### config.mk
export PLATFORM = sky130hd
export DESIGN_NAME = fbr_free_cell
export DESIGN_NICKNAME = d
export VERILOG_FILES = /design/src/rtl/fbr_pkg.sv /design/src/rtl/fbr_free_cell.sv
export SDC_FILE = /design/constraint.sdc
export NUM_CORES = 1
export LEC_CHECK = 0
export BUFFER_PORTS_ARGS = -buffer_cell sky130_fd_sc_hd__buf_2
export CAP_MARGIN = 20
export CORE_AREA = 4 4 312 314
export DETAILED_ROUTE_END_ITERATION = 10
export DIE_AREA = 0 0 316 318
export PLACE_DENSITY = 0.52
export SYNTH_ARGS = -nofsm -noshare
export SYNTH_HDL_FRONTEND = slang
export SYNTH_SLANG_ARGS = --single-unit
### constraint.sdc
create_clock -name aclk -period 5.45 [get_ports aclk]
set_input_delay 1.09 -clock aclk [delete_from_list [all_inputs] [get_ports aclk]]
set_output_delay 1.09 -clock aclk [all_outputs]
set_load 0.01 [all_outputs]
### src/rtl/fbr_pkg.sv
`timescale 1ns / 1ps
// Shared types and constants for the best-fit range allocator.
// No dependencies; imported by the cells and the top level.
package fbr_pkg;

    // Index width in scan packets: enough for 2048 free slots
    localparam int IDX_W = 11;

    localparam int DEF_SPACE_BITS = 32;
    localparam int DEF_MAX_ALLOCS = 64;
    localparam int DEF_TAG_BITS   = 16;

    typedef enum logic [1:0] {
        OP_ALLOC   = 2'd0,
        OP_FREE    = 2'd1,
        OP_CLEANUP = 2'd2,
        OP_LOOKUP  = 2'd3
    } op_t;

    localparam logic [2:0] ST_OK       = 3'd0;
    localparam logic [2:0] ST_NO_FIT   = 3'd1;
    localparam logic [2:0] ST_NOT_LIVE = 3'd2;
    localparam logic [2:0] ST_FULL     = 3'd3;
    localparam logic [2:0] ST_BAD_SIZE = 3'd4;

    typedef enum logic [2:0] {
        S_IDLE,
        S_INJ,
        S_WAIT,
        S_REL_RD,
        S_RESP
    } fsm_t;

    // Scan packet walking the free-block chain
    typedef struct packed {
        logic             vld;
        logic [32:0]      size;
        logic [31:0]      key;
        logic             fit_found;
        logic [IDX_W-1:0] fit_idx;
        logic [32:0]      fit_len;
        logic [31:0]      fit_age;
        logic [31:0]      fit_base;
        logic             hole_found;
        logic [IDX_W-1:0] hole_idx;
        logic             prv_found;
        logic [IDX_W-1:0] prv_idx;
        logic [31:0]      prv_base;
        logic [32:0]      prv_len;
        logic             nxt_found;
        logic [IDX_W-1:0] nxt_idx;
        logic [31:0]      nxt_base;
        logic [32:0]      nxt_len;
    } fpkt_t;

    // Update broadcast to the free-block chain
    typedef struct packed {
        logic             kill_a_en;
        logic [IDX_W-1:0] kill_a_idx;
        logic             kill_b_en;
        logic [IDX_W-1:0] kill_b_idx;
        logic             ins_en;
        logic [IDX_W-1:0] ins_idx;
        logic [31:0]      ins_base;
        logic [32:0]      ins_len;
        logic [31:0]      ins_age;
    } fwr_t;

    // Scan packet walking the live-allocation chain
    typedef struct packed {
        logic             vld;
        logic [31:0]      addr;
        logic             hit_found;
        logic [IDX_W-1:0] hit_idx;
        logic [31:0]      hit_base;
        logic [32:0]      hit_len;
        logic [15:0]      hit_tag;
        logic             hole_found;
        logic [IDX_W-1:0] hole_idx;
        logic [IDX_W-1:0] used;
    } lpkt_t;

    // Update broadcast to the live-allocation chain
    typedef struct packed {
        logic             kill_en;
        logic [IDX_W-1:0] kill_idx;
        logic             ins_en;
        logic [IDX_W-1:0] ins_idx;
        logic [31:0]      ins_base;
        logic [32:0]      ins_len;
        logic [15:0]      ins_tag;
    } lwr_t;

endpackage

### src/rtl/fbr_free_cell.sv
`timescale 1ns / 1ps
// One free-block slot: holds a block and folds it into the passing scan packet.
// Depends on fbr_pkg.
module fbr_free_cell #(
    parameter int INDEX      = 0,
    parameter int SPACE_BITS = fbr_pkg::DEF_SPACE_BITS
) (
    input  logic          aclk,
    input  logic          aresetn,
    input  fbr_pkg::fpkt_t pkt_in,
    output fbr_pkg::fpkt_t pkt_out,
    input  fbr_pkg::fwr_t  wr
);
    import fbr_pkg::*;

    localparam logic [IDX_W-1:0] MY_IDX = IDX_W'(INDEX);
    localparam logic [32:0] SPACE = 33'd1 << SPACE_BITS;

    logic        valid_reg;
    logic [31:0] base_reg;
    logic [32:0] len_reg;
    logic [31:0] age_reg;
    fpkt_t       pkt_reg;
    fpkt_t       pkt_next;

    // Fold this slot into the packet
    always_comb begin
        pkt_next = pkt_in;
        if (valid_reg) begin
            if (len_reg >= pkt_in.size &&
                (!pkt_in.fit_found || len_reg < pkt_in.fit_len ||
                 (len_reg == pkt_in.fit_len && age_reg < pkt_in.fit_age))) begin
                pkt_next.fit_found = 1'b1;
                pkt_next.fit_idx   = MY_IDX;
                pkt_next.fit_len   = len_reg;
                pkt_next.fit_age   = age_reg;
                pkt_next.fit_base  = base_reg;
            end
            if (base_reg <= pkt_in.key) begin
                if (!pkt_in.prv_found || base_reg > pkt_in.prv_base) begin
                    pkt_next.prv_found = 1'b1;
                    pkt_next.prv_idx   = MY_IDX;
                    pkt_next.prv_base  = base_reg;
                    pkt_next.prv_len   = len_reg;
                end
            end else begin
                if (!pkt_in.nxt_found || base_reg < pkt_in.nxt_base) begin
                    pkt_next.nxt_found = 1'b1;
                    pkt_next.nxt_idx   = MY_IDX;
                    pkt_next.nxt_base  = base_reg;
                    pkt_next.nxt_len   = len_reg;
                end
            end
        end else if (!pkt_in.hole_found) begin
            pkt_next.hole_found = 1'b1;
            pkt_next.hole_idx   = MY_IDX;
        end
    end

    // Packet register toward the neighbor
    always_ff @(posedge aclk) begin
        if (!aresetn) begin
            pkt_reg.vld <= 1'b0;
        end else begin
            pkt_reg <= pkt_next;
        end
    end
    assign pkt_out = pkt_reg;

    // Slot contents: removal first, then insertion wins
    always_ff @(posedge aclk) begin
        if (!aresetn) begin
            valid_reg <= (INDEX == 0);
            base_reg  <= '0;
            len_reg   <= SPACE;
            age_reg   <= '0;
        end else begin
            if ((wr.kill_a_en && wr.kill_a_idx == MY_IDX) ||
                (wr.kill_b_en && wr.kill_b_idx == MY_IDX)) begin
                valid_reg <= 1'b0;
            end
            if (wr.ins_en && wr.ins_idx == MY_IDX) begin
                valid_reg <= 1'b1;
                base_reg  <= wr.ins_base;
                len_reg   <= wr.ins_len;
                age_reg   <= wr.ins_age;
            end
        end
    end

endmodule

==> impl_summary.log <==
[metrics] outcome: finished, final reports clean
[metrics] height of the die: 318 um
[metrics] end of the worst register-to-register path: pkt_out[79]
[metrics] initial drt markers: 913
[metrics] via count of the first global-routing pass: 17.4k
[metrics] crit path time final: 3960 ps
[metrics] horizontal extent of the die: 316 um
[metrics] floorplan core area: 0.0946 mm2
[metrics] chain of cells forming the critical path: buf_2, inv_1, ha_1, and3_1, a221o_1, o211ai_1, nand2_1, o211ai_1, o2111a_4, buf_12, mux2_2
[metrics] highest cell delay on the worst timing path: 560 ps
[metrics] CTS root buf: clkbuf_16
[metrics] worst min-delay path startpoint: base_reg[0]
[metrics] antenna violations before repair: 34
[metrics] number of inserted filler cells in the final layout: 9,860
[metrics] total global routing track utilization: 16.4%
[metrics] count of buffers inserted at the top-level ports: 816
[metrics] row cnt: 113
[metrics] DRC violations left: 0
[metrics] Final ANT Viol Nets: 0
[metrics] Yosys Warn Count: 0
[metrics] average routed wire per standard cell: 21.8 um
[metrics] number of pins with negative max-slew slack in the final report: 0
[metrics] Reg-to-Reg Start: base_reg[24]
[metrics] Reg2Reg Depth: 9
[metrics] clock latency reported for the late side of the worst-skew pair: 630 ps
[metrics] wire length of the first global-routing pass: 121,000 um
[metrics] via-per-instance ratio: 4.31
[metrics] distinct cell type count of the synthesized netlist: 55
[metrics] I/O pin cnt: 817
[metrics] multi-input combinational cell area: 0.00864 mm2
[metrics] share of async-settable or async-resettable flops after synthesis: 0%
[metrics] netlist area before placement: 0.0218 mm2
[metrics] number of clock buffers inserted by TritonCTS: 52
[metrics] Max transition margin: 30.6%
[metrics] CTS tree: built
[metrics] HPWL after DPL: 67,700 um
[metrics] register bit total from synthesis: 439
[metrics] Maximum Capacitance Violations: 0
[metrics] worst setup path start: pkt_in[301]
[metrics] # nets final: 3,264
[metrics] share of the cycle needed by the critical path after routing: 72.7%
[metrics] pin count of the biggest net entering global routing: 116
[metrics] power density normalized to cell area: 280 mW/mm2
[metrics] clk slew on worst S/H paths: 60 ps
[metrics] # setup viols final: 0
[metrics] number of buffers between clock root and the deepest sink: 3
[metrics] number of cells upsized or downsized after cts: 0
[metrics] Hold Crit Depth: 2
[metrics] number of setup buffers added after CTS: 0
[metrics] setup slack of the worst register-to-register path: 1520 ps
[metrics] area occupied by registers: 0.0122 mm2
[metrics] final hold violations: 0
[metrics] mean instance size in the synthesized netlist: 12.4 um2
[metrics] type of the setup path with the least slack: input pin to register
[metrics] primary flip-flop cell chosen by synthesis mapping: edfxtp_1
[metrics] growth of design area from synthesis to finish: 34.3%
[metrics] H-tree depth reported by CTS: 2
[metrics] routed vias: 16.9k
[metrics] worst supply voltage drop on vdd: 0.000200 V
[metrics] worst path bufs/invs: 3
[metrics] number of flip-flops under the largest register name: 341
[metrics] layout cells sized above 1: 43.9%
[metrics] detailed-router iteration count before antenna repair: 5
[metrics] required time at the worst-slack endpoint: 5820 ps
[metrics] RD Place Congestion: 0.824
[metrics] Critical Path End Type: register
[metrics] Hold/Removal Path Class: register to register
[metrics] Worst Max-Slew Pin Slew: 1030 ps
[metrics] gr ovfl total: 0
[metrics] synthesized instance count: 1,759
[metrics] largest delay contributor family on the critical path: compound AO/OA/AOI/OAI gates
[metrics] worst setup skew after layout: 32.6 ps
[metrics] number of flops mapped to enable cells by yosys: 340
[metrics] unrepaired setup endpoints after global routing: false
[metrics] worst-path fanout max: 41
[metrics] accumulated negative setup slack: 0 ps
[metrics] Lkg Pwr: 13.2 nW
[metrics] quantity of hold-fixing buffers added after cts: 0
[metrics] Routed Wire Length: 85,600 um
[metrics] highest achievable clock rate: 252 MHz
[metrics] starting density of the core: 23.0%
[metrics] number of cells on the critical path: 11
[metrics] clk sink count: 439
[metrics] cell repeated most along the worst path: o211ai_1
[metrics] fraction of the yosys area taken by sequential cells: 56.0%
[metrics] WP data arrival: 4330 ps
[metrics] end point of the critical path: pkt_out[79]
[metrics] kind of launch point of the worst setup path: input pin
[metrics] slowest CP cell: o211ai_1
[metrics] area of the die: 0.100 mm2
[metrics] DP Area: 0.0275 mm2
[metrics] post-layout instance area: 0.0292 mm2
[metrics] syn nets: 2,427
[Yosys cell counts (5+ instances only)]
library cell / n / share of area, %
nand4_1: 32 / 0.92
clkbuf_1: 40 / 0.69
and2_1: 13 / 0.37
nand2_1: 229 / 3.9
dfxtp_1: 99 / 9.1
nor4_1: 11 / 0.32
nand3_1: 26 / 0.60
a221oi_1: 5 / 0.20
a21oi_1: 61 / 1.4
a21o_1: 25 / 0.86
o211ai_1: 5 / 0.17
nor2_1: 20 / 0.34
nor2b_1: 36 / 1.0
inv_1: 194 / 3.3
a211oi_1: 7 / 0.24
a21boi_0: 97 / 3.3
mux2_4: 9 / 0.62
nor3_1: 8 / 0.18
ha_1: 192 / 11
edfxtp_1: 340 / 47
mux2_2: 218 / 11
and4_1: 8 / 0.32
buf_2: 14 / 0.32
o21ai_0: 17 / 0.39
[cells in the final DEF (no fill, tap or decap), types with 13 or more instances in the layout]
master and count:
a21boi_0 97, a21o_1 25, a21oi_1 61, and2_1 13
buf_2 815, buf_4 19, clkbuf_16 54, dfxtp_1 99
diode_2 17, edfxtp_1 340, ha_1 192, inv_1 194
mux2_2 218, nand2_1 229, nand3_1 25, nand4_1 32
nor2_1 20, nor2b_1 36, o21ai_0 17
[how the worst min path moves through the flow]
stage / to / slack, ps
final: base_reg[0] / 470
after global placement: base_reg[0] / 460
after detailed placement: base_reg[0] / 460
after CTS: base_reg[0] / 470
after floorplan: age_reg[0] / 450
after global routing: age_reg[24] / 510
[metrics by stage]
stage | setup WS (ps) | hold slack [ps] | instances | power (mW) | util [%]
final | 1490 | 470 | 3921 | 8.19 | 30.9
after global routing | 1340 | 509 | 3911 | 8.53 | 30.9
after CTS | 1550 | 472 | 3904 | 8.31 | 30.9
after detailed placement | 914 | 464 | 3807 | 4.83 | 29.1
after global placement | 877 | 461 | 3806 | 4.83 | 29.1
after floorplan | 1670 | 449 | 1759 | 4.28 | -
[worst reg2reg max path, cell delays in order, from the launching register on]
cell      delay, ps
dfxtp_1         610
ha_1            340
and3_1          170
a221o_1         350
o211ai_1        260
nand2_1         110
o211ai_1        560
o2111a_4        520
buf_12          270
mux2_2          510
[cell families (layout without fill, tap and decap cells)]
group / Yosys count / count (layout) / synth area share, %
and+or+nand+nor: 400 / 400 / 8.60
buffers and inverters: 254 / 1134 / 4.56
other: 0 / 17 / 0
AOI/OAI and AO/OA: 247 / 247 / 7.92
DFF: 439 / 439 / 56.0
adders and majority gates: 192 / 192 / 11.0
muxes: 227 / 227 / 11.9
[power by group]
part           total (mW)  switching, mW  internal (mW)
Clock                3.43           1.47           1.97
Sequential           3.86         0.0517           3.81
Combinational       0.887          0.481          0.406
Total                8.19           2.00           6.19
[metal layers]
layer  GRT usage, %  vias to the layer above  part of all wire, %
met4           4.27                       16                  2.4
met3           5.78                      117                  9.0
li1               -                     8073                    -
met5              0                        -                 0.13
met2           27.9                      614                   48
met1           19.5                     8070                   40
[area by class of cell]
| cell class | count | area share (%) |
|---|---|---|
| antenna | 17 | 0.145 |
| clock buffer | 74 | 5.15 |
| clock inverter | 23 | 0.548 |
| inverter | 194 | 2.49 |
| multi-input combinational | 1066 | 29.5 |
| sequential | 439 | 41.7 |
| tap | 1265 | 5.41 |
| timing repair buffer | 843 | 15.0 |
(Power assumes the default switching activity.)
