### config.mk
export PLATFORM = sky130hd
export DESIGN_NAME = fbr_live_cell
export DESIGN_NICKNAME = d
export VERILOG_FILES = /design/src/rtl/fbr_pkg.sv /design/src/rtl/fbr_live_cell.sv
export SDC_FILE = /design/constraint.sdc
export NUM_CORES = 1
export LEC_CHECK = 0
export ABC_AREA = 1
export BUFFER_PORTS_ARGS = -buffer_cell sky130_fd_sc_hd__buf_2
export CAP_MARGIN = 10
export CORE_ASPECT_RATIO = 1.2
export CORE_MARGIN = 1
export CORE_UTILIZATION = 46
export CTS_CLUSTER_DIAMETER = 100
export DETAILED_ROUTE_END_ITERATION = 7
export PLACE_DENSITY_LB_ADDON = 0.3
export SLEW_MARGIN = 20
export SYNTH_ARGS = -nofsm -noshare
export SYNTH_HDL_FRONTEND = slang
export SYNTH_SLANG_ARGS = --single-unit
### constraint.sdc
create_clock -name aclk -period 4.2 [get_ports aclk]
set_input_delay 1.26 -clock aclk [delete_from_list [all_inputs] [get_ports aclk]]
set_output_delay 1.26 -clock aclk [all_outputs]
set_load 0.05 [all_outputs]
### src/rtl/fbr_pkg.sv
`timescale 1ns / 1ps
// Shared types and constants for the best-fit range allocator.
// No dependencies; imported by the cells and the top level.
package fbr_pkg;

    // Index width in scan packets: enough for 2048 free slots
    localparam int IDX_W = 11;

    localparam int DEF_SPACE_BITS = 32;
    localparam int DEF_MAX_ALLOCS = 64;
    localparam int DEF_TAG_BITS   = 16;

    typedef enum logic [1:0] {
        OP_ALLOC   = 2'd0,
        OP_FREE    = 2'd1,
        OP_CLEANUP = 2'd2,
        OP_LOOKUP  = 2'd3
    } op_t;

    localparam logic [2:0] ST_OK       = 3'd0;
    localparam logic [2:0] ST_NO_FIT   = 3'd1;
    localparam logic [2:0] ST_NOT_LIVE = 3'd2;
    localparam logic [2:0] ST_FULL     = 3'd3;
    localparam logic [2:0] ST_BAD_SIZE = 3'd4;

    typedef enum logic [2:0] {
        S_IDLE,
        S_INJ,
        S_WAIT,
        S_REL_RD,
        S_RESP
    } fsm_t;

    // Scan packet walking the free-block chain
    typedef struct packed {
        logic             vld;
        logic [32:0]      size;
        logic [31:0]      key;
        logic             fit_found;
        logic [IDX_W-1:0] fit_idx;
        logic [32:0]      fit_len;
        logic [31:0]      fit_age;
        logic [31:0]      fit_base;
        logic             hole_found;
        logic [IDX_W-1:0] hole_idx;
        logic             prv_found;
        logic [IDX_W-1:0] prv_idx;
        logic [31:0]      prv_base;
        logic [32:0]      prv_len;
        logic             nxt_found;
        logic [IDX_W-1:0] nxt_idx;
        logic [31:0]      nxt_base;
        logic [32:0]      nxt_len;
    } fpkt_t;

    // Update broadcast to the free-block chain
    typedef struct packed {
        logic             kill_a_en;
        logic [IDX_W-1:0] kill_a_idx;
        logic             kill_b_en;
        logic [IDX_W-1:0] kill_b_idx;
        logic             ins_en;
        logic [IDX_W-1:0] ins_idx;
        logic [31:0]      ins_base;
        logic [32:0]      ins_len;
        logic [31:0]      ins_age;
    } fwr_t;

    // Scan packet walking the live-allocation chain
    typedef struct packed {
        logic             vld;
        logic [31:0]      addr;
        logic             hit_found;
        logic [IDX_W-1:0] hit_idx;
        logic [31:0]      hit_base;
        logic [32:0]      hit_len;
        logic [15:0]      hit_tag;
        logic             hole_found;
        logic [IDX_W-1:0] hole_idx;
        logic [IDX_W-1:0] used;
    } lpkt_t;

    // Update broadcast to the live-allocation chain
    typedef struct packed {
        logic             kill_en;
        logic [IDX_W-1:0] kill_idx;
        logic             ins_en;
        logic [IDX_W-1:0] ins_idx;
        logic [31:0]      ins_base;
        logic [32:0]      ins_len;
        logic [15:0]      ins_tag;
    } lwr_t;

endpackage

### src/rtl/fbr_live_cell.sv
`timescale 1ns / 1ps
// One live-allocation slot: holds a region and folds it into the scan packet.
// Depends on fbr_pkg.
module fbr_live_cell #(
    parameter int INDEX    = 0,
    parameter int TAG_BITS = fbr_pkg::DEF_TAG_BITS
) (
    input  logic          aclk,
    input  logic          aresetn,
    input  fbr_pkg::lpkt_t pkt_in,
    output fbr_pkg::lpkt_t pkt_out,
    input  fbr_pkg::lwr_t  wr
);
    import fbr_pkg::*;

    localparam int TAG_W = (TAG_BITS < 16) ? TAG_BITS : 16;
    localparam logic [IDX_W-1:0] MY_IDX = IDX_W'(INDEX);

    logic             valid_reg;
    logic [31:0]      base_reg;
    logic [32:0]      len_reg;
    logic [TAG_W-1:0] tag_reg;
    lpkt_t            pkt_reg;
    lpkt_t            pkt_next;
    logic [31:0]      offs;

    assign offs = pkt_in.addr - base_reg;

    // Fold this slot into the packet
    always_comb begin
        pkt_next = pkt_in;
        if (valid_reg) begin
            pkt_next.used = pkt_in.used + 1'b1;
            if (!pkt_in.hit_found && base_reg <= pkt_in.addr &&
                {1'b0, offs} < len_reg) begin
                pkt_next.hit_found = 1'b1;
                pkt_next.hit_idx   = MY_IDX;
                pkt_next.hit_base  = base_reg;
                pkt_next.hit_len   = len_reg;
                pkt_next.hit_tag   = 16'(tag_reg);
            end
        end else if (!pkt_in.hole_found) begin
            pkt_next.hole_found = 1'b1;
            pkt_next.hole_idx   = MY_IDX;
        end
    end

    always_ff @(posedge aclk) begin
        if (!aresetn) begin
            pkt_reg.vld <= 1'b0;
        end else begin
            pkt_reg <= pkt_next;
        end
    end
    assign pkt_out = pkt_reg;

    // Valid bit under reset, payload only written
    always_ff @(posedge aclk) begin
        if (!aresetn) begin
            valid_reg <= 1'b0;
        end else begin
            if (wr.kill_en && wr.kill_idx == MY_IDX) begin
                valid_reg <= 1'b0;
            end
            if (wr.ins_en && wr.ins_idx == MY_IDX) begin
                valid_reg <= 1'b1;
            end
        end
    end

    always_ff @(posedge aclk) begin
        if (wr.ins_en && wr.ins_idx == MY_IDX) begin
            base_reg <= wr.ins_base;
            len_reg  <= wr.ins_len;
            tag_reg  <= wr.ins_tag[TAG_W-1:0];
        end
    end

endmodule

==> flow_summary.json, run 1 <==
{
  "arrival_ns": 4.39,
  "crit_path_max_incr_delay_ns": 0.35,
  "top_level_ports": 405,
  "synthTopCellsByCount": "nand2_1, edfxtp_1, inv_1",
  "cp_max_fo": 8,
  "clock_latency_ns": 0.51,
  "avgRoutedWirePerCell_um": 16.97,
  "timing.rr.start": "base_reg[0]",
  "worst_r2r_endpoint": "pkt_out[93]",
  "drv_cap": 0,
  "antenna_found_initial": 4,
  "synth.top_cell.area_share_pct": 58.89,
  "syn-cell-area_sq_um": 11680,
  "synth_most_common_cell": "nand2_1",
  "grt_pass1_vias": 9678,
  "period_share_pct": 98.08,
  "cts_root_buf": "clkbuf_16",
  "drive_above_1_share_pct": 39.61,
  "crit_slowest_cell": "fa_2",
  "cts_buffers": 23,
  "cp-start-kind": "input pin",
  "cts.reportedPaths.clkPinSlew_ns": 0.06,
  "yosysSeqAreaShare_pct": 59.24,
  "finalNonFillerCells": 2024,
  "crit_path_end_kind": "flip-flop",
  "tritoncts": "done",
  "peakVddDrop_uv": 254.6,
  "fp.dieW_um": 147.4,
  "hold_viol_final": 0,
  "via_per_inst": 5.084,
  "worst_hold_path_type": "flip-flop to flip-flop",
  "worstPathRequired_ns": 4.47,
  "ff2ff_setup_slack_ns": 0.41,
  "drc": 0,
  "place_congestion": 0.9367,
  "dp.cells": 1961,
  "clock.fmax_mhz": 242.8,
  "cts_sinks": 231,
  "netlist_instances": 1156,
  "vias": 10290,
  "synth-edff-count": 229,
  "setup_viol_count_final": 0,
  "clk_path_buf_depth": 3,
  "synth_area_leaders": "edfxtp_1, nand2_1, ha_1",
  "grt_max_degree": 151,
  "overflow": 0,
  "largest_reg_flops": 149,
  "synthFlopType": "edfxtp_1",
  "p_leak_nw": 7.809,
  "ant_nets": 0,
  "holdPathStages": 2,
  "hold_end": "pkt_out[35]",
  "slew_violations": 0,
  "synth_cell_type_count": 33,
  "ys.warnings.count": 0,
  "grt_pass1_wl_mm": 48.18,
  "avgSynthCellArea_sq_um": 10.10,
  "rsz0062_at_grt": "true",
  "start_util_pct": 47.02,
  "die_h_um": 176.5,
  "async_flop_share_pct": 0,
  "worstMarginPinSlew_ns": 0.8238,
  "synth_fp_nets": 1477,
  "p_total_mw": 5.688,
  "wirelength_mm": 34.34,
  "power_density_nw_per_um2": 346.8,
  "port-buffer-count": 404,
  "place.detailed.hpwl_mm": 24.49,
  "status": "completed",
  "die_area_sq_um": 26030,
  "h-tree-depth": 1,
  "worstHoldStart": "tag_reg[12]",
  "yosysTopAreaCell": "edfxtp_1",
  "ys_seq_elements": 231,
  "grt_use_total_pct": 23.70,
  "nets": 1999,
  "finalCriticalPeriod_ns": 4.119,
  "core_sq_um": 24830,
  "worst_r2r_path_depth": 23,
  "drtIter0Drc": 571,
  "relSlewSlack_pct": 45.08,
  "firstDrtPassIters": 5,
  "fin_skew_ns": 0.008205,
  "syn2layout_area_growth_pct": 40.47,
  "crit_type": "input pin to flip-flop",
  "rows": 63
}
metrics by stage:
stage | TNS, ns | hold slack [ns] | util [%] | setup slack (ns) | area, sq um
final | 0 | 0.5757 | 66.06 | 0.08082 | 16400
after global routing | -3.528 | 0.5996 | 66.04 | -0.07819 | 16400
after CTS | 0 | 0.5781 | 62.89 | 0.01218 | 15620
after detailed placement | -44.85 | 0.5604 | 59.87 | -0.5620 | 14870
after global placement | -35.82 | 0.5494 | 59.87 | -0.4239 | 14870
after floorplan | 0 | 0.5463 | - | 0.003770 | 11700
what timing repair did:
item                       CTS  global route
gates cloned                 0            10
gates resized for setup      1           114
setup buffers                0             8
pin swaps                    1            25
hold buffers                 0             0
setup endpoints to repair   24            93
hold endpoints to repair     0             0
cell families after synthesis:
family / Yosys count / share of synthesized area, %
flip-flops: 231 / 59.24
AND/OR/NAND/NOR: 551 / 20.53
XOR/XNOR: 28 / 2.100
AO/OA/AOI/OAI: 92 / 4.351
adder cells (fa/ha/maj): 65 / 7.030
buffers and inverters: 189 / 6.751
routing by layer:
metal  up-vias  track usage (%)  part of all wire (%)
met3        84            3.850                   6.8
met5         -                0                     0
li1       5001                -                     -
met1      4764            28.15                    39
met4         0            8.162                   3.3
met2       441            43.20                    51
worst max-delay path, delay by kind of cell:
kind | cells | cell delay (ns)
AND/OR/NAND/NOR | 10 | 0.90
AO/OA/AOI/OAI | 6 | 0.79
buffers and inverters | 6 | 0.71
adder cells (fa/ha/maj) | 3 | 0.70
cells in the final DEF (no fill, tap or decap), drive strengths merged, types with 19 or more instances in the layout:
cell type / Yosys / final
clkbuf: 17 / 32
nand2: 326 / 326
ha: 64 / 64
nand3: 32 / 33
buf: 18 / 525
o21ai: 19 / 19
nor2: 84 / 84
a21oi: 53 / 53
nand4: 87 / 87
edfxtp: 229 / 229
inv: 154 / 156
final cells by class:
cell class / count / area [sq um]
fill: 1917 / 8428
clock buffer: 26 / 586.8
sequential: 231 / 6917
antenna: 5 / 12.51
timing repair buffer: 531 / 3224
multi-input combinational: 737 / 4517
clock inverter: 15 / 157.7
inverter: 154 / 580.6
tap: 325 / 406.6
report_power, final:
part           internal [mW]  total (mW)  switching [mW]
clock                   1.19        2.06           0.867
sequential              2.64        2.66          0.0205
combinational          0.327       0.972           0.644
worst max-delay path by stage:
stage	from	to	slack (ns)	depth (start not counted)
6_report	pkt_in[116]	pkt_out[93]	0.08	25
3_5_place_dp	pkt_in[116]	pkt_out[83]	-0.56	22
5_1_grt	pkt_in[116]	pkt_out[59]	-0.08	25
3_3_place_gp	pkt_in[138]	pkt_out[78]	-0.42	18
4_1_cts	pkt_in[116]	pkt_out[115]	0.01	22
2_1_floorplan	pkt_in[116]	pkt_out[115]	0.004	21
Power figures use the tool's default switching activity.
==> run 2: changes to the inputs <==
--- a/config.mk
+++ b/config.mk
@@ -8,11 +8,10 @@
 export ABC_AREA = 1
 export BUFFER_PORTS_ARGS = -buffer_cell sky130_fd_sc_hd__buf_2
 export CAP_MARGIN = 10
-export CORE_ASPECT_RATIO = 1.2
-export CORE_MARGIN = 1
-export CORE_UTILIZATION = 46
+export CORE_AREA = 2 2 158 160
 export CTS_CLUSTER_DIAMETER = 100
 export DETAILED_ROUTE_END_ITERATION = 7
+export DIE_AREA = 0 0 160 162
 export PLACE_DENSITY_LB_ADDON = 0.3
 export SLEW_MARGIN = 20
 export SYNTH_ARGS = -nofsm -noshare
==> constraint.sdc (replaced) <==
create_clock -name aclk -period 5.2 [get_ports aclk]
set_input_delay 1.56 -clock aclk [delete_from_list [all_inputs] [get_ports aclk]]
set_output_delay 1.56 -clock aclk [all_outputs]
set_load 0.05 [all_outputs]
==> run 2 against run 1 <==
Clock power down 17%. Highest routed layer unchanged. Setup slack better by 0.43 ns. Sequential power down 19%. Hold slack worse by 0.0082 ns. Clock-buffer cell count up 5. Via count down 5.7%. Largest cell class unchanged. Die area down 0.41%. Critical path depth down 3. Core utilization down 4.3 points. Non-clock buffer count down 109.
==> flow_summary.json, run 2 (synthesized netlist as in run 1, its figures left out) <==
{
  "status": "completed",
  "multi_input_area_sq_um": 3991,
  "crit_path_max_incr_delay_ns": 0.41,
  "rsz0062_at_grt": "false",
  "place_congestion": 0.9165,
  "via_per_inst": 5.046,
  "core_sq_um": 24110,
  "power_density_nw_per_um2": 305.2,
  "grt_pass1_vias": 9432,
  "fp.dieW_um": 160,
  "setup_viol_count_final": 0,
  "fillers": 2052,
  "h-tree-depth": 1,
  "worstMarginPinSlew_ns": 1.096,
  "nets": 1891,
  "period_share_pct": 90.12,
  "crit_path_end_kind": "flip-flop",
  "arrival_ns": 4.95,
  "grt_use_total_pct": 24.22,
  "cts.reportedPaths.clkPinSlew_ns": 0.06,
  "cts_root_buf": "clkbuf_16",
  "firstDrtPassIters": 7,
  "p_leak_nw": 7.139,
  "cts_setup_buffers": 0,
  "vias": 9703,
  "ant_nets": 0,
  "finalCriticalPeriod_ns": 4.686,
  "cts-hold-fix-buffers": 0,
  "grt_pass1_wl_mm": 49.13,
  "clock_latency_ns": 0.52,
  "cts_resized": 0,
  "layout_common_cells": "buf_2, nand2_1, edfxtp_1, inv_1, nand4_1",
  "peakVddDrop_uv": 298.6,
  "crit_path_frequent_cell": "nand2_1",
  "place.detailed.hpwl_mm": 24.84,
  "relSlewSlack_pct": 26.95,
  "largest_reg_flops": 149,
  "met2_usage_pct": 42.88,
  "drtIter0Drc": 648,
  "worstPathRequired_ns": 5.47,
  "grt.busiest_layer": "met2",
  "antenna_found_initial": 11,
  "cp-start-kind": "input pin",
  "avgRoutedWirePerCell_um": 16.86,
  "port-buffer-count": 404,
  "clock.fmax_mhz": 213.4,
  "drive_above_1_share_pct": 29.52,
  "cts_sinks": 231,
  "syn2layout_area_growth_pct": 27.51,
  "die_h_um": 162,
  "slew_violations": 0,
  "drv_cap": 0,
  "start_util_pct": 48.44,
  "gr-usage-met3_pct": 4.494,
  "crit_type": "input pin to flip-flop",
  "wirelength_mm": 32.42,
  "cp_cell_sequence": "buf_2 -> inv_1 -> ha_1 -> fa_1 -> inv_1 -> nand2_1 -> a21oi_1 -> a21oi_1 -> o21ai_0 -> buf_4 -> nand2_1 -> nand3_1 -> nand2_1 -> ha_1 -> nand2_1 -> nor2_1 -> nand4_1 -> nor3_1 -> nand2_4 -> buf_4 -> nand4_1 -> nand2_1",
  "setup_tns_ns": 0,
  "top_level_ports": 405,
  "crit_slowest_cell": "fa_1",
  "regArea_sq_um": 6917,
  "die_area_sq_um": 25920,
  "clk_path_buf_depth": 3,
  "whs_ns": 0.5675,
  "hold_viol_final": 0,
  "rows": 57,
  "grt_max_degree": 95,
  "drc": 0,
  "met1_usage_pct": 29.53,
  "cp_max_fo": 60,
  "tritoncts": "done",
  "final_common_cell": "buf_2",
  "fin_skew_ns": 0.01091,
  "cts_buffers": 25,
  "worst_hold_path_type": "flip-flop to flip-flop",
  "overflow": 0
}
[run 2: cell count changes in the layout (fill, tap and decap cells not counted), sizes merged, moves of 2 or more]
| cell | delta |
|---|---|
| buf | -103 |
| clkinv | +3 |
| clkinvlp | -2 |
| diode | +5 |
[run 2: power by group]
group,switching [mW],internal [mW],leakage (nW),total (mW)
combinational,0.486,0.205,4.56,0.691
sequential,0.0173,2.13,2.19,2.15
clock,0.717,0.988,0.386,1.71
total,1.22,3.32,7.14,4.54
[run 2: critical path: cells and delay by family]
kind,cells,cell delay (ns)
simple gates,11,1.26
fa+ha+maj,3,0.92
buf+inv,5,0.72
compound gates,3,0.45
[run 2: metrics by stage]
| stage | area (sq um) | total power [mW] | worst slack [ns] | utilization, % | std cells |
|---|---|---|---|---|---|
| 2_1_floorplan | 11680 | 2.623 | 0.4862 | - | 1156 |
| 3_3_place_gp | 14080 | 2.864 | 0.07613 | 58.42 | 1867 |
| 3_5_place_dp | 14080 | 2.875 | 0.02460 | 58.42 | 1867 |
| 4_1_cts | 14860 | 4.576 | 0.5455 | 61.66 | 1913 |
| 5_1_grt | 14890 | 4.712 | 0.1792 | 61.76 | 1923 |
| 6_report | 14890 | 4.543 | 0.5137 | 61.76 | 1923 |
[run 2: path summary, 6_finish.rpt]
path              slack, ns     endpoint        start  depth (start not counted)
hold / removal         0.57  pkt_out[35]  tag_reg[12]                          2
hold reg to reg        0.57  pkt_out[35]  tag_reg[12]                          2
setup / recovery       0.51  pkt_out[87]  pkt_in[116]                         22
setup reg to reg       1.24  pkt_out[87]  base_reg[0]                         20
[run 2: layer usage]
metal | part of all wire (%) | up-vias
li1 | - | 4788
met1 | 39 | 4424
met2 | 50 | 420
met3 | 7.7 | 71
met4 | 3.2 | 0
met5 | 0 | -
[run 2: area by class of cell]
cell class | count | share of cell area [%]
antenna | 10 | 0.1681
inverter | 154 | 3.899
clock inverter | 15 | 0.8908
sequential | 231 | 46.46
multi-input combinational | 736 | 26.81
clock buffer | 31 | 4.353
timing repair buffer | 422 | 14.70
tap | 324 | 2.723
==> run 3: changes to the inputs <==
--- a/config.mk
+++ b/config.mk
@@ -8,10 +8,11 @@
 export ABC_AREA = 1
 export BUFFER_PORTS_ARGS = -buffer_cell sky130_fd_sc_hd__buf_2
 export CAP_MARGIN = 10
-export CORE_AREA = 2 2 158 160
+export CORE_ASPECT_RATIO = 1.2
+export CORE_MARGIN = 10
+export CORE_UTILIZATION = 55
 export CTS_CLUSTER_DIAMETER = 100
 export DETAILED_ROUTE_END_ITERATION = 7
-export DIE_AREA = 0 0 160 162
 export PLACE_DENSITY_LB_ADDON = 0.3
 export SLEW_MARGIN = 20
 export SYNTH_ARGS = -nofsm -noshare
==> run 3 against run 2 <==
Largest power group unchanged. Critical path depth unchanged. Clock-buffer cell count down 6. Die area up 6.0%. Highest routed layer is now met5. Clock power down 5%. Global-route usage increased by 0.94 points. Final area fell by 1.1%. First-iteration DRC count decreased by 6.6%. Core utilization rose by 8.7 points. Register-to-register slack worse by 0.09 ns. Largest cell class unchanged. Power fell by 1.6%. Clock skew down 0.0030 ns.
==> flow_summary.json, run 3 (synthesized netlist as in run 1, its figures left out) <==
{
  "worstPathRequired_ns": 5.46,
  "hold_viol_final": 0,
  "power_frac_comb_pct": 15.8,
  "met3_length_mm": 2.944,
  "clock.fmax_mhz": 207.7,
  "slew_violations": 0,
  "grt_max_degree": 88,
  "place.detailed.hpwl_mm": 28.38,
  "worst_hold_path_type": "flip-flop to flip-flop",
  "rows": 58,
  "peakVddDrop_uv": 273.1,
  "p_sw_share_pct": 26.53,
  "clock_latency_ns": 0.51,
  "power_frac_seq_pct": 48.0,
  "relSlewSlack_pct": 29.25,
  "setup.worst_path.start": "pkt_in[116]",
  "setup_viol_count_final": 0,
  "whs_ns": 0.5710,
  "p_clk_share_pct": 36.2,
  "grt_pass1_wl_mm": 55.54,
  "grt_pass1_vias": 10186,
  "worst_r2r_path_depth": 20,
  "avgRoutedWirePerCell_um": 19.65,
  "arrival_ns": 5.07,
  "holdPathStages": 2,
  "top_layer": "met5",
  "crit_path_end_kind": "flip-flop",
  "cts_root_buf": "clkbuf_16",
  "wl_met2_mm": 18.68,
  "drive_above_1_share_pct": 29.34,
  "via_per_inst": 5.364,
  "clk_path_buf_depth": 3,
  "cts.reportedPaths.clkPinSlew_ns": 0.06,
  "overflow": 0,
  "cts-hold-fix-buffers": 0,
  "cp_max_fo": 64,
  "wirelength_mm": 36.35,
  "antenna_found_initial": 3,
  "core_sq_um": 20900,
  "h-tree-depth": 1,
  "period_share_pct": 92.57,
  "drv_cap": 0,
  "ant_nets": 0,
  "status": "completed",
  "power_density_nw_per_um2": 303.6,
  "timing.rr.start": "base_reg[0]",
  "vias": 9924,
  "switching_power_mw": 1.186,
  "final_common_cell": "buf_2",
  "cts_buffers": 23,
  "grt_use_total_pct": 25.16,
  "worstHoldStart": "tag_reg[2]",
  "fp.dieW_um": 153.0,
  "worstMarginPinSlew_ns": 1.061,
  "rsz0062_at_grt": "false",
  "internal-power_mw": 3.283,
  "dp.cells": 1811,
  "fin_skew_ns": 0.007938,
  "tritoncts": "done",
  "finalCriticalPeriod_ns": 4.814,
  "final_util_pct": 70.43,
  "cts_sinks": 231,
  "crit_type": "input pin to flip-flop",
  "top_level_ports": 405,
  "die_area_sq_um": 27480,
  "die_h_um": 179.6,
  "place_congestion": 0.9457,
  "cp-start-kind": "input pin",
  "fillers": 1600,
  "nets": 1887,
  "setup_tns_ns": 0,
  "syn2layout_area_growth_pct": 26.07,
  "cts_setup_buffers": 0,
  "p_leak_nw": 7.093,
  "firstDrtPassIters": 5,
  "drc": 0,
  "port-buffer-count": 404,
  "wl_met1_mm": 13.40,
  "largest_reg_flops": 149,
  "layout_common_cells": "buf_2, nand2_1, edfxtp_1, inv_1, nand4_1",
  "drtIter0Drc": 605,
  "start_util_pct": 55.87,
  "cts_resized": 0,
  "finalNonFillerCells": 1850
}
==> run 3: cell count changes in the layout (fill, tap and decap cells not counted) <==
cell | before | now
inv_8 | 1 | 0
buf_4 | 16 | 14
clkinv_2 | 5 | 4
inv_6 | 1 | 0
clkbuf_16 | 25 | 23
clkbuf_1 | 6 | 2
bufinv_16 | 2 | 3
clkinv_1 | 5 | 4
clkinv_4 | 1 | 0
diode_2 | 10 | 2
clkinvlp_4 | 0 | 1
==> run 3: metrics by stage <==
| step | area (sq um) | setup WS, ns | total power, mW |
|---|---|---|---|
| finish | 14720 | 0.3863 | 4.469 |
| global route | 14720 | 0.05335 | 4.617 |
| CTS | 14720 | 0.3992 | 4.498 |
| detailed placement | 14000 | -0.1341 | 2.890 |
| global placement | 14000 | 0.02981 | 2.873 |
| floorplan | 11680 | 0.4862 | 2.623 |
==> run 3: power by group through the flow <==
stage               Sequential, mW  Combinational, mW  Clock [mW]
finish                        2.15              0.705        1.62
global route                  2.15              0.757        1.71
CTS                           2.15              0.708        1.64
detailed placement            2.19              0.704           0
global placement              2.18              0.690           0
floorplan                     2.44              0.185           0
==> run 3: layer usage <==
layer  up-vias  global-route usage, %
li1       4770                      -
met1      4587                  28.81
met2       479                  45.30
met3        86                  5.444
met4         2                  8.594
met5         -                      0
==> run 3: path summary, 6_finish.rpt <==
path / slack [ns] / endpoint
min: 0.57 / pkt_out[25]
max: 0.39 / pkt_out[23]
min reg2reg: 0.57 / pkt_out[25]
max reg2reg: 1.15 / pkt_out[23]
==> run 3: area by class of cell <==
type	count	area [sq um]	share of cell area, %
repair buffers	420	2173	14.76
flip-flops and latches	231	6917	46.99
multi-input cells	736	3991	27.11
clock buffers	25	583.1	3.961
diodes	2	5.005	0.03400
inverters	154	580.6	3.944
clock inverters	12	132.6	0.9010
well taps	270	337.8	2.295
==> run 3: worst max-delay path, stage by stage <==
cell and delay, ns:
buf_2 0.10, inv_1 0.04, ha_1 0.22, fa_1 0.42, inv_1 0.07, nand2_1 0.06
a21oi_1 0.26, a21oi_1 0.14, o21ai_0 0.17, buf_4 0.15, nand2_1 0.09, nand3_1 0.10
nand2_1 0.06, ha_1 0.29, nand2_1 0.05, nor2_1 0.14, nand4_1 0.14, a21oi_1 0.25
nor2_4 0.07, buf_4 0.34, nand4_1 0.22, nand2_1 0.08
